## config.mk

```make
export PLATFORM = sky130hd
export DESIGN_NAME = complementary_attitude_filter_top
export DESIGN_NICKNAME = d
export VERILOG_FILES = /design/src/rtl/core/caf_pkg.sv /design/src/rtl/core/caf_ctrl.sv /design/src/rtl/core/caf_datapath.sv /design/src/rtl/core/complementary_attitude_filter_top.sv
export SDC_FILE = /design/constraint.sdc
export NUM_CORES = 2
export LEC_CHECK = 0
export BUFFER_PORTS_ARGS = -buffer_cell sky130_fd_sc_hd__clkbuf_2
export CORE_ASPECT_RATIO = 1.1
export CORE_MARGIN = 10
export CORE_UTILIZATION = 63
export CTS_CLUSTER_DIAMETER = 80
export CTS_CLUSTER_SIZE = 14
export DETAILED_ROUTE_END_ITERATION = 10
export PLACE_DENSITY = 0.82
export RECOVER_POWER = 25
export SYNTH_ARGS = -nofsm -noshare
export SYNTH_HDL_FRONTEND = slang
export SYNTH_SLANG_ARGS = --single-unit
```

## constraint.sdc

```tcl
create_clock -name clk -period 28.3 [get_ports clk]
set_input_delay 1.415 -clock clk [delete_from_list [all_inputs] [get_ports clk]]
set_output_delay 1.415 -clock clk [all_outputs]
set_load 0.01 [all_outputs]
```

## src/rtl/core/caf_pkg.sv

```systemverilog
// Shared types, constants and the arctangent table for the complementary
// attitude filter. Used by caf_ctrl, caf_datapath and the top level.
package caf_pkg;

  localparam int CORDIC_STEPS_DEF = 16;
  localparam int ANGLE_FRAC_DEF   = 16;

  localparam int TABLE_FRAC = 24;   // fraction bits of the CORDIC angle accumulator
  localparam int CW         = 36;   // CORDIC x/y width
  localparam int ZW         = 35;   // CORDIC angle width
  localparam int MAW        = 35;   // multiplier operand a
  localparam int MBW        = 18;   // multiplier operand b
  localparam int PW         = MAW + MBW;
  localparam int CNT_W      = 5;

  localparam int SQRT_LAST  = 31;
  localparam int PREP_LAST  = 8;
  localparam int BLEND_LAST = 7;

  localparam logic [15:0] BLEND_RST = 16'd1311;
  localparam logic [15:0] STEP_RST  = 16'd328;
  localparam logic [15:0] GAIN_RST  = 16'd4000;

  localparam logic [1:0] REG_BLEND = 2'd0;
  localparam logic [1:0] REG_STEP  = 2'd1;
  localparam logic [1:0] REG_GAIN  = 2'd2;

  localparam logic signed [ZW-1:0] Z_HALF = ZW'(180) <<< TABLE_FRAC;

  typedef enum logic [3:0] {
    M_NONE, M_GX, M_GY, M_GZ, M_STEP, M_AYY, M_AZZ,
    M_SPH, M_SPL, M_SRH, M_SRL, M_AP, M_AR
  } mul_sel_t;

  typedef enum logic [4:0] {
    A_NONE, A_CAPTURE, A_STPX, A_STPY, A_STPZ, A_SQ0, A_SQLOAD, A_SQRT,
    A_LDP, A_IT, A_LDR, A_STR, A_ACC_SET, A_ACC_ADD, A_PITCH, A_ROLL, A_OUT
  } act_t;

  typedef struct packed {
    mul_sel_t         mul_sel;
    act_t             act;
    logic [CNT_W-1:0] idx;
  } cmd_t;

  typedef struct packed {
    logic out_busy;
  } sts_t;

  typedef enum logic [8:0] {
    S_IDLE  = 9'b000000001,
    S_PREP  = 9'b000000010,
    S_SQRT  = 9'b000000100,
    S_LDP   = 9'b000001000,
    S_ITP   = 9'b000010000,
    S_LDR   = 9'b000100000,
    S_ITR   = 9'b001000000,
    S_BLEND = 9'b010000000,
    S_FIN   = 9'b100000000
  } state_t;

  // atan(2^-i) in degrees, 24 fraction bits
  function automatic logic signed [ZW-1:0] atan_q24(input logic [CNT_W-1:0] i);
    int v;
    case (i)
      5'd0:  v = 754974720;
      5'd1:  v = 445687602;
      5'd2:  v = 235489088;
      5'd3:  v = 119537938;
      5'd4:  v = 60000934;
      5'd5:  v = 30029717;
      5'd6:  v = 15018523;
      5'd7:  v = 7509720;
      5'd8:  v = 3754917;
      5'd9:  v = 1877466;
      5'd10: v = 938734;
      5'd11: v = 469367;
      5'd12: v = 234684;
      5'd13: v = 117342;
      5'd14: v = 58671;
      5'd15: v = 29335;
      5'd16: v = 14668;
      5'd17: v = 7334;
      5'd18: v = 3667;
      5'd19: v = 1833;
      5'd20: v = 917;
      5'd21: v = 458;
      5'd22: v = 229;
      5'd23: v = 115;
      default: v = 0;
    endcase
    return ZW'(v);
  endfunction

endpackage

```

## src/rtl/core/caf_ctrl.sv

```systemverilog
// Sequencer of the attitude filter: walks the datapath through gyro scaling,
// square root, two CORDIC runs and the blend. Depends on caf_pkg.
module caf_ctrl import caf_pkg::*; #(
  parameter int CORDIC_STEPS = CORDIC_STEPS_DEF
) (
  input  logic clk,
  input  logic rst,
  input  logic in_valid,
  output logic in_ready,
  input  sts_t sts,
  output cmd_t cmd
);

  state_t           state, state_next;
  logic [CNT_W-1:0] cnt, cnt_next;

  localparam logic [CNT_W-1:0] IT_LAST = CNT_W'(CORDIC_STEPS - 1);

  assign in_ready = (state == S_IDLE);

  always_comb begin
    state_next  = state;
    cnt_next    = cnt + 1'b1;
    cmd.mul_sel = M_NONE;
    cmd.act     = A_NONE;
    cmd.idx     = cnt;
    unique case (state)
      S_IDLE: begin
        cnt_next = '0;
        if (in_valid) begin
          cmd.act    = A_CAPTURE;
          state_next = S_PREP;
        end
      end
      S_PREP: begin
        case (cnt)
          5'd0: cmd.mul_sel = M_GX;
          5'd1: cmd.mul_sel = M_STEP;
          5'd2: begin cmd.mul_sel = M_GY; cmd.act = A_STPX; end
          5'd3: cmd.mul_sel = M_STEP;
          5'd4: begin cmd.mul_sel = M_GZ; cmd.act = A_STPY; end
          5'd5: cmd.mul_sel = M_STEP;
          5'd6: begin cmd.mul_sel = M_AYY; cmd.act = A_STPZ; end
          5'd7: begin cmd.mul_sel = M_AZZ; cmd.act = A_SQ0; end
          default: cmd.act = A_SQLOAD;
        endcase
        if (cnt == CNT_W'(PREP_LAST)) begin
          state_next = S_SQRT;
          cnt_next   = '0;
        end
      end
      S_SQRT: begin
        cmd.act = A_SQRT;
        if (cnt == CNT_W'(SQRT_LAST)) state_next = S_LDP;
      end
      S_LDP: begin
        cmd.act    = A_LDP;
        cnt_next   = '0;
        state_next = S_ITP;
      end
      S_ITP: begin
        cmd.act = A_IT;
        if (cnt == IT_LAST) state_next = S_LDR;
      end
      S_LDR: begin
        cmd.act    = A_LDR;
        cnt_next   = '0;
        state_next = S_ITR;
      end
      S_ITR: begin
        cmd.act = A_IT;
        if (cnt == IT_LAST) begin
          state_next = S_BLEND;
          cnt_next   = '0;
        end
      end
      S_BLEND: begin
        case (cnt)
          5'd0: begin cmd.mul_sel = M_SPH; cmd.act = A_STR; end
          5'd1: begin cmd.mul_sel = M_SPL; cmd.act = A_ACC_SET; end
          5'd2: begin cmd.mul_sel = M_AP;  cmd.act = A_ACC_ADD; end
          5'd3: begin cmd.mul_sel = M_SRH; cmd.act = A_ACC_ADD; end
          5'd4: begin cmd.mul_sel = M_SRL; cmd.act = A_PITCH; end
          5'd5: begin cmd.mul_sel = M_AR;  cmd.act = A_ACC_ADD; end
          5'd6: cmd.act = A_ACC_ADD;
          default: cmd.act = A_ROLL;
        endcase
        if (cnt == CNT_W'(BLEND_LAST)) state_next = S_FIN;
      end
      S_FIN: begin
        // hold until the output register is free
        if (!sts.out_busy) begin
          cmd.act    = A_OUT;
          state_next = S_IDLE;
        end
      end
      default: state_next = S_IDLE;
    endcase
  end

  always_ff @(posedge clk) begin
    if (rst) begin
      state <= S_IDLE;
      cnt   <= '0;
    end else begin
      state <= state_next;
      cnt   <= cnt_next;
    end
  end

`ifndef SYNTHESIS
  a_fin_leaves: assert property (@(posedge clk) disable iff (rst)
    (state == S_FIN && !sts.out_busy) |=> state == S_IDLE)
    else $error("finish state did not release");
  a_out_free: assert property (@(posedge clk) disable iff (rst)
    (cmd.act == A_OUT) |-> !sts.out_busy)
    else $error("result loaded over a pending item");
  a_sqrt_len: assert property (@(posedge clk) disable iff (rst)
    (state == S_SQRT && cnt == CNT_W'(SQRT_LAST)) |=> state == S_LDP)
    else $error("square root ran past its length");
  a_accept: assert property (@(posedge clk) disable iff (rst)
    (in_valid && in_ready) |=> state == S_PREP)
    else $error("accepted item did not start");
`endif

endmodule

```

## src/rtl/core/caf_datapath.sv

```systemverilog
// Datapath of the attitude filter: shared multiplier, accumulator, bit-serial
// square root, CORDIC vectoring unit, angle state and output register.
// Depends on caf_pkg; driven by caf_ctrl.
module caf_datapath import caf_pkg::*; #(
  parameter int ANGLE_FRACTION_BITS = ANGLE_FRAC_DEF
) (
  input  logic        clk,
  input  logic        rst,
  input  cmd_t        cmd,
  output sts_t        sts,
  input  logic        cfg_we,
  input  logic [1:0]  cfg_index,
  input  logic [15:0] cfg_data,
  input  logic [95:0] in_data,
  output logic        out_valid,
  input  logic        out_ready,
  output logic [55:0] out_data
);

  localparam int AW   = ANGLE_FRACTION_BITS + 9;
  localparam int SUMW = ANGLE_FRACTION_BITS + 17;
  localparam int YW   = SUMW + 1;
  localparam int LO   = (SUMW + 1) / 2;
  localparam int ACCW = SUMW + 20;
  localparam int SH   = 32 - ANGLE_FRACTION_BITS;
  localparam int RSH  = TABLE_FRAC - ANGLE_FRACTION_BITS;
  localparam int OSH  = ANGLE_FRACTION_BITS - 8;
  localparam logic signed [AW-1:0] HALF   = AW'(180 * (1 << ANGLE_FRACTION_BITS));
  localparam logic signed [ZW-1:0] Z_RND  = ZW'(1 << (RSH - 1));

  logic [15:0] blend_weight, step_time, rate_gain;
  logic signed [15:0] ax, ay, az, gx, gy, gz;
  logic signed [MAW-1:0] opa;
  logic signed [MBW-1:0] opb;
  logic signed [PW-1:0]  prod;
  logic signed [ACCW-1:0] acc;
  logic signed [SUMW-1:0] stp_x, stp_y, stp_z;
  logic signed [AW-1:0] pitch_angle, roll_angle, yaw_angle;
  logic signed [AW-1:0] grav_pitch, grav_roll;
  logic [31:0] sq;
  logic [63:0] rad;
  logic [33:0] rem;
  logic [31:0] root;
  logic signed [CW-1:0] cx, cy;
  logic signed [ZW-1:0] cz;
  logic skip;

  logic [16:0] w1;
  logic signed [SUMW-1:0] sp, sr;
  logic [33:0] remsh, trial;
  logic signed [CW-1:0] xsrc, ysrc, xs, ys;
  logic signed [ZW-1:0] zr;
  logic signed [ACCW-1:0] bl;
  logic signed [AW-1:0] bl_sat;
  logic signed [YW-1:0] yw0, yw1, yw2;
  logic signed [AW-1:0] yaw_sat;

  assign w1 = 17'h10000 - {1'b0, blend_weight};
  assign sp = SUMW'(pitch_angle) + stp_x;
  assign sr = SUMW'(roll_angle) + stp_y;
  assign sts.out_busy = out_valid && !out_ready;

  always_comb begin
    opa = '0;
    opb = '0;
    case (cmd.mul_sel)
      M_GX:   begin opa = MAW'(gx); opb = $signed({2'b0, rate_gain}); end
      M_GY:   begin opa = MAW'(gy); opb = $signed({2'b0, rate_gain}); end
      M_GZ:   begin opa = MAW'(gz); opb = $signed({2'b0, rate_gain}); end
      M_STEP: begin opa = MAW'($signed(prod[32:0])); opb = $signed({2'b0, step_time}); end
      M_AYY:  begin opa = MAW'(ay); opb = MBW'(ay); end
      M_AZZ:  begin opa = MAW'(az); opb = MBW'(az); end
      M_SPH:  begin opa = MAW'($signed(sp[SUMW-1:LO])); opb = $signed({1'b0, w1}); end
      M_SPL:  begin opa = $signed({{(MAW-LO){1'b0}}, sp[LO-1:0]}); opb = $signed({1'b0, w1}); end
      M_SRH:  begin opa = MAW'($signed(sr[SUMW-1:LO])); opb = $signed({1'b0, w1}); end
      M_SRL:  begin opa = $signed({{(MAW-LO){1'b0}}, sr[LO-1:0]}); opb = $signed({1'b0, w1}); end
      M_AP:   begin opa = MAW'(grav_pitch); opb = $signed({2'b0, blend_weight}); end
      M_AR:   begin opa = MAW'(grav_roll); opb = $signed({2'b0, blend_weight}); end
      default: ;
    endcase
  end

  // square root step: two radicand bits per cycle
  assign remsh = {rem[31:0], rad[63:62]};
  assign trial = {root, 2'b01};

  // CORDIC source vector for the run being loaded
  always_comb begin
    if (cmd.act == A_LDP) begin
      ysrc = -(CW'(ax) <<< 16);
      xsrc = $signed({4'b0, root});
    end else begin
      ysrc = CW'(ay) <<< 16;
      xsrc = CW'(az) <<< 16;
    end
  end
  assign xs = cx >>> cmd.idx;
  assign ys = cy >>> cmd.idx;
  assign zr = (cz + Z_RND) >>> RSH;

  // blend result, saturated to a half turn
  assign bl = acc >>> 16;
  always_comb begin
    if (bl > ACCW'(HALF))       bl_sat = HALF;
    else if (bl < -ACCW'(HALF)) bl_sat = -HALF;
    else                        bl_sat = AW'(bl);
  end

  // yaw: wrap once each way, then saturate
  always_comb begin
    yw0 = YW'(yaw_angle) + YW'(stp_z);
    yw1 = (yw0 > YW'(HALF)) ? yw0 - (YW'(HALF) <<< 1) : yw0;
    yw2 = (yw1 < -YW'(HALF)) ? yw1 + (YW'(HALF) <<< 1) : yw1;
    if (yw2 > YW'(HALF))       yaw_sat = HALF;
    else if (yw2 < -YW'(HALF)) yaw_sat = -HALF;
    else                       yaw_sat = AW'(yw2);
  end

  always_ff @(posedge clk) begin
    if (rst) begin
      blend_weight <= BLEND_RST;
      step_time    <= STEP_RST;
      rate_gain    <= GAIN_RST;
    end else if (cfg_we) begin
      unique case (cfg_index)
        REG_BLEND: blend_weight <= cfg_data;
        REG_STEP:  step_time    <= cfg_data;
        REG_GAIN:  rate_gain    <= cfg_data;
        default: ;
      endcase
    end
  end

  always_ff @(posedge clk) begin
    if (rst) begin
      pitch_angle <= '0;
      roll_angle  <= '0;
      yaw_angle   <= '0;
      out_valid   <= 1'b0;
    end else begin
      if (cmd.act == A_PITCH) pitch_angle <= bl_sat;
      if (cmd.act == A_ROLL) begin
        roll_angle <= bl_sat;
        yaw_angle  <= yaw_sat;
      end
      if (cmd.act == A_OUT)  out_valid <= 1'b1;
      else if (out_ready)    out_valid <= 1'b0;
    end
  end

  always_ff @(posedge clk) begin
    prod <= opa * opb;
    case (cmd.act)
      A_CAPTURE: begin
        ax <= $signed(in_data[15:0]);
        ay <= $signed(in_data[31:16]);
        az <= $signed(in_data[47:32]);
        gx <= $signed(in_data[63:48]);
        gy <= $signed(in_data[79:64]);
        gz <= $signed(in_data[95:80]);
      end
      A_STPX: stp_x <= SUMW'(prod >>> SH);
      A_STPY: stp_y <= SUMW'(prod >>> SH);
      A_STPZ: stp_z <= SUMW'(prod >>> SH);
      A_SQ0:  sq <= prod[31:0];
      A_SQLOAD: begin
        rad  <= {sq + prod[31:0], 32'b0};
        rem  <= '0;
        root <= '0;
      end
      A_SQRT: begin
        rad <= rad << 2;
        if (remsh >= trial) begin
          rem  <= remsh - trial;
          root <= {root[30:0], 1'b1};
        end else begin
          rem  <= remsh;
          root <= {root[30:0], 1'b0};
        end
      end
      A_LDP, A_LDR: begin
        if (cmd.act == A_LDR) grav_pitch <= AW'(zr);
        skip <= (ysrc == '0);
        if (xsrc < 0) begin
          // rotate by a half turn, sign following y
          cx <= -xsrc;
          cy <= -ysrc;
          cz <= (ysrc >= 0) ? Z_HALF : -Z_HALF;
        end else begin
          cx <= xsrc;
          cy <= ysrc;
          cz <= '0;
        end
      end
      A_IT: begin
        if (!skip) begin
          if (cy > 0) begin
            cx <= cx + ys;
            cy <= cy - xs;
            cz <= cz + atan_q24(cmd.idx);
          end else begin
            cx <= cx - ys;
            cy <= cy + xs;
            cz <= cz - atan_q24(cmd.idx);
          end
        end
      end
      A_STR:     grav_roll <= AW'(zr);
      A_ACC_SET: acc <= ACCW'(prod) <<< LO;
      A_ACC_ADD: acc <= acc + ACCW'(prod);
      A_PITCH:   acc <= ACCW'(prod) <<< LO;
      A_OUT: begin
        out_data <= {5'b0, yaw_angle[AW-1:OSH], roll_angle[AW-1:OSH],
                     pitch_angle[AW-1:OSH]};
      end
      default: ;
    endcase
  end

endmodule

```

## src/rtl/core/complementary_attitude_filter_top.sv

```systemverilog
// Complementary attitude filter: pitch/roll from accelerometer CORDIC blended
// with integrated gyro rates, yaw integrated and wrapped.
// The time from accept to m_tvalid is set by the bit-serial square root, the two
// CORDIC runs and any wait for the output register to be free.
// One item in flight: the next is accepted once the last has gone to the output register.
// Reset (rst, synchronous): angles zero, registers to their defaults.
module complementary_attitude_filter_top import caf_pkg::*; #(
  parameter int CORDIC_STEPS        = CORDIC_STEPS_DEF,
  parameter int ANGLE_FRACTION_BITS = ANGLE_FRAC_DEF
) (
  input  logic        clk,
  input  logic        rst,
  input  logic        s_tvalid,
  output logic        s_tready,
  // accel_x, accel_y, accel_z, rate_x, rate_y, rate_z (16 bits each)
  input  logic [95:0] s_tdata,
  output logic        m_tvalid,
  input  logic        m_tready,
  // pitch_out, roll_out, yaw_out (17 bits each), 5 zero bits
  output logic [55:0] m_tdata,
  input  logic        cfg_we,
  input  logic [1:0]  cfg_index,
  input  logic [15:0] cfg_data
);

  cmd_t cmd;
  sts_t sts;

  caf_ctrl #(
    .CORDIC_STEPS(CORDIC_STEPS)
  ) u_ctrl (
    .clk      (clk),
    .rst      (rst),
    .in_valid (s_tvalid),
    .in_ready (s_tready),
    .sts      (sts),
    .cmd      (cmd)
  );

  caf_datapath #(
    .ANGLE_FRACTION_BITS(ANGLE_FRACTION_BITS)
  ) u_dp (
    .clk       (clk),
    .rst       (rst),
    .cmd       (cmd),
    .sts       (sts),
    .cfg_we    (cfg_we),
    .cfg_index (cfg_index),
    .cfg_data  (cfg_data),
    .in_data   (s_tdata),
    .out_valid (m_tvalid),
    .out_ready (m_tready),
    .out_data  (m_tdata)
  );

endmodule
```

==> results.md <==
- Share of layout cells above drive strength 1: 7.013%
- RR Endpoint: u_dp.prod[51]
- Leak: approximately 0.033 uW
- Pin count of the biggest net entering global routing: 84
- Yosys warns: 0
- Vias: 62520
- Compound-gate portion of the synthesized area: between 10% and 20%
- Top cells by area, synth: edfxtp_1, fa_1, ha_1
- Area Overhead vs Synth: 6.590%
- Port bufs: around 170
- Utilization after layout: 67.69%
- CP Launch Type: register
- GP Congestion: 1.004
- CTS Buf Count: 72
- Hold slack final: between 0.4 and 0.5 ns
- Worst-path clk slew: 0.07 ns
- Rel. slew slack: -178.4%
- Final global-route overflow total: 0
- Final Cell Area: 0.07866 mm^2
- Pre-CTS WS: 14.48 ns
- # setup viols final: 0
- RSZ-0062 raised after global routing: false
- Worst R2R Setup Slack: 14.03 ns
- Resized Gates After CTS: 0
- CP endpoint kind: register
- IO Count: 177
- Max cap viols: 5
- TritonCTS clock tree: done
- Fin nets: 9298
- # DRC: 0
- Worst path most repeated cell: fa_1
- Worst Tran Pin Value: 4.176 ns
- Post-Synth Adder-Cell Area: 23.84%
- Root Driver: clkbuf_16
- Peak supply drop: 0.00006466 V
- Hold depth: 2
- Fin. Hold Viols: 0
- Setup ws final: 14.03 ns
- Core Area: 0.1162 mm^2
- Setup Skew: 0.05684 ns
- Slew Limit Fails: 214
- Top-count cell post-synth: nand2_1
- Clock latency on the worst-skew pair: 0.70 ns
- DIE HEIGHT: 379.0 um
- Num rows: 131
- DR vias/cell: about 6.4
- Gr usage total: 35.65%
- R2r worst-path depth: 46
- Hold Crit Endpoint: u_dp.yaw_angle[6]
- #FFs+latches synth: 804
- Post-synth EDFFs: about 580
- Fin crit period: approximately 14 ns
- Routed Antenna Nets: 0
- Max Freq: 70.06 MHz
- Vias in the first global route: 61940
- Clock Sinks: 804
- Total die area: ~0.13 mm^2
- Synth cell types: between 100 and 150
- Required time of the critical path: 28.88 ns
- Area share of the leading cell type in the synthesized netlist: 23.72%
- First-pass GRT wire length: 362800 um
- Bufs and invs on worst path: 8
- Main combinational cell family by area after synthesis: adder cells
- Initial DRC Count: approximately 7600
- Mux cell area share after synthesis: under 10%
- # hold bufs at CTS: 0
- Ys flop type: edfxtp_1
- Initial antenna violation count: 7
- DP Area: 0.07655 mm^2
- Seq/Total Area, Yosys: 29.72%
- Status: complete, but fails checks
- Crit share post-route: between 50% and 60%
- Pwr dens: 36.15 mW/mm^2
- Fraction of the mapped netlist area in simple logic gates: 16.62%
- DR pass1 iterations: 7
- Setup Fix Bufs, Post-CTS: 0
- Failing checks: capacitance limit, slew limit
- WS Path Type: reg -> reg
- Worst r2r src: u_ctrl.state[4]
- WL/cell: 24.55 um
- Synth Instances: 8053
- XOR/XNOR Fraction of Synth Area: 5.293%
- DP HPWL: 182800 um
- Async S/R FF share, synth: 0%
- Hold_sp: u_dp.yaw_angle[6]
- CP Data Arrival Time: 14.86 ns
- Mapped Avg Cell Area: 9.164 um^2
- Hold WC Path Type: reg -> reg
- Cell taking the most area after synthesis: edfxtp_1
- CTS H-tree depth: 3
- Die X-Extent: 346.3 um
- Top Family by Delay on Critical Path: compound AO/OA/AOI/OAI gates
- Sum of negative setup slack: 0 ns
- Worst-path fanout max: 36
- Synthesized area: 0.07380 mm^2
- Routed wire length: 238600 um
- Commonest cells post-synth: nand2_1, inv_1, nor2_1
- Max incr delay on CP: roughly 0.81 ns
- Slowest cell on the critical path: or4_1
- Initial Utilization: 63.50%
- Clock buffer depth: 3
how the worst max path moves through the flow:
| stage | start | end | cells after the start |
|---|---|---|---|
| detailed placement | u_ctrl.state[4] | u_dp.prod[51] | 46 |
| floorplan | u_dp.stp_y[0] | u_dp.prod[51] | 52 |
| CTS | u_ctrl.state[4] | u_dp.prod[51] | 46 |
| global placement | u_ctrl.state[4] | u_dp.prod[51] | 46 |
| finish | u_ctrl.state[4] | u_dp.prod[51] | 46 |
| global route | u_ctrl.state[4] | u_dp.prod[51] | 46 |
state kept, by name, indices dropped and copies added (netlist names), 25 cells and up, named ones only:
| register | cells |
|---|---|
| u_dp.sq | 32 |
| u_dp.stp_y | 33 |
| u_dp.roll_angle | 25 |
| u_dp.grav_pitch | 25 |
| u_dp.rad | 32 |
| u_dp.grav_roll | 25 |
| u_dp.root | 32 |
| u_dp.acc | 53 |
| u_dp.yaw_angle | 25 |
| u_dp.rem | 32 |
| u_dp.pitch_angle | 25 |
| u_dp.stp_x | 33 |
| u_dp.stp_z | 33 |
| u_dp.cz | 33 |
| u_dp.cx | 36 |
| u_dp.cy | 36 |
| u_dp.prod | 53 |
| u_dp.out_data | 51 |
cell usage in the layout (no fill, tap or decap), types with 99 or more instances in the layout:
master	count
xnor2_1	265
clkbuf_2	140
nand2_1	965
o21ai_0	344
xor2_1	181
inv_1	881
nand3_1	171
clkbuf_1	99
nor3_1	156
ha_1	467
edfxtp_1	583
a21oi_1	484
mux2i_1	102
nor2_1	809
fa_1	587
dfxtp_1	216
area by class of cell:
class | instances | area (um^2)
clock buffers | 118 | 2042
clock inverters | 16 | 192.7
multi-input cells | 6069 | 47600
fillers | 9357 | 37550
flip-flops and latches | 804 | 21940
well taps | 1529 | 1913
inverters | 886 | 3328
diodes | 6 | 15.01
repair buffers | 292 | 1628
cell families (layout without fill, tap and decap cells):
family,count (synthesis),count (layout)
and+or+nand+nor,2704,2704
AOI/OAI and AO/OA,1641,1641
buffers and inverters,1201,1312
adders and majority gates,1054,1054
DFF,804,804
xor gates and xnor gates,446,446
muxes,201,201
other,2,29
stage by stage:
| stage | total power, uW | cells |
|---|---|---|
| final | 2843 | 9720 |
| after detailed placement | 1851 | 9580 |
| after CTS | 2834 | 9714 |
| after global routing | 2938 | 9714 |
| after floorplan | 1695 | 8074 |
| after global placement | 1839 | 9580 |
where the power goes:
| part | switching [uW] | internal, uW |
|---|---|---|
| registers | 41.0 | 1290 |
| clock network | 490 | 513 |
| logic | 314 | 195 |
| total | 845 | 2000 |
worst reg2reg max path: cells and delay by family, from the launching register on:
kind	cells	cell delay, ns
AND/OR/NAND/NOR	12	4.33
XOR/XNOR	1	0.12
AO/OA/AOI/OAI	18	5.13
adder cells (fa/ha/maj)	7	3.15
flip-flops	1	0.34
buffers and inverters	8	1.12
routing by layer:
| metal | up-vias | wire (um) | GRT usage [%] |
|---|---|---|---|
| met5 | - | 46 | 0 |
| met4 | 6 | 17960 | 22.88 |
| met3 | 778 | 26510 | 8.663 |
| met2 | 3559 | 105600 | 55.70 |
| met1 | 30320 | 88500 | 44.32 |
| li1 | 27860 | - | - |
Power figures use the tool's default switching activity.
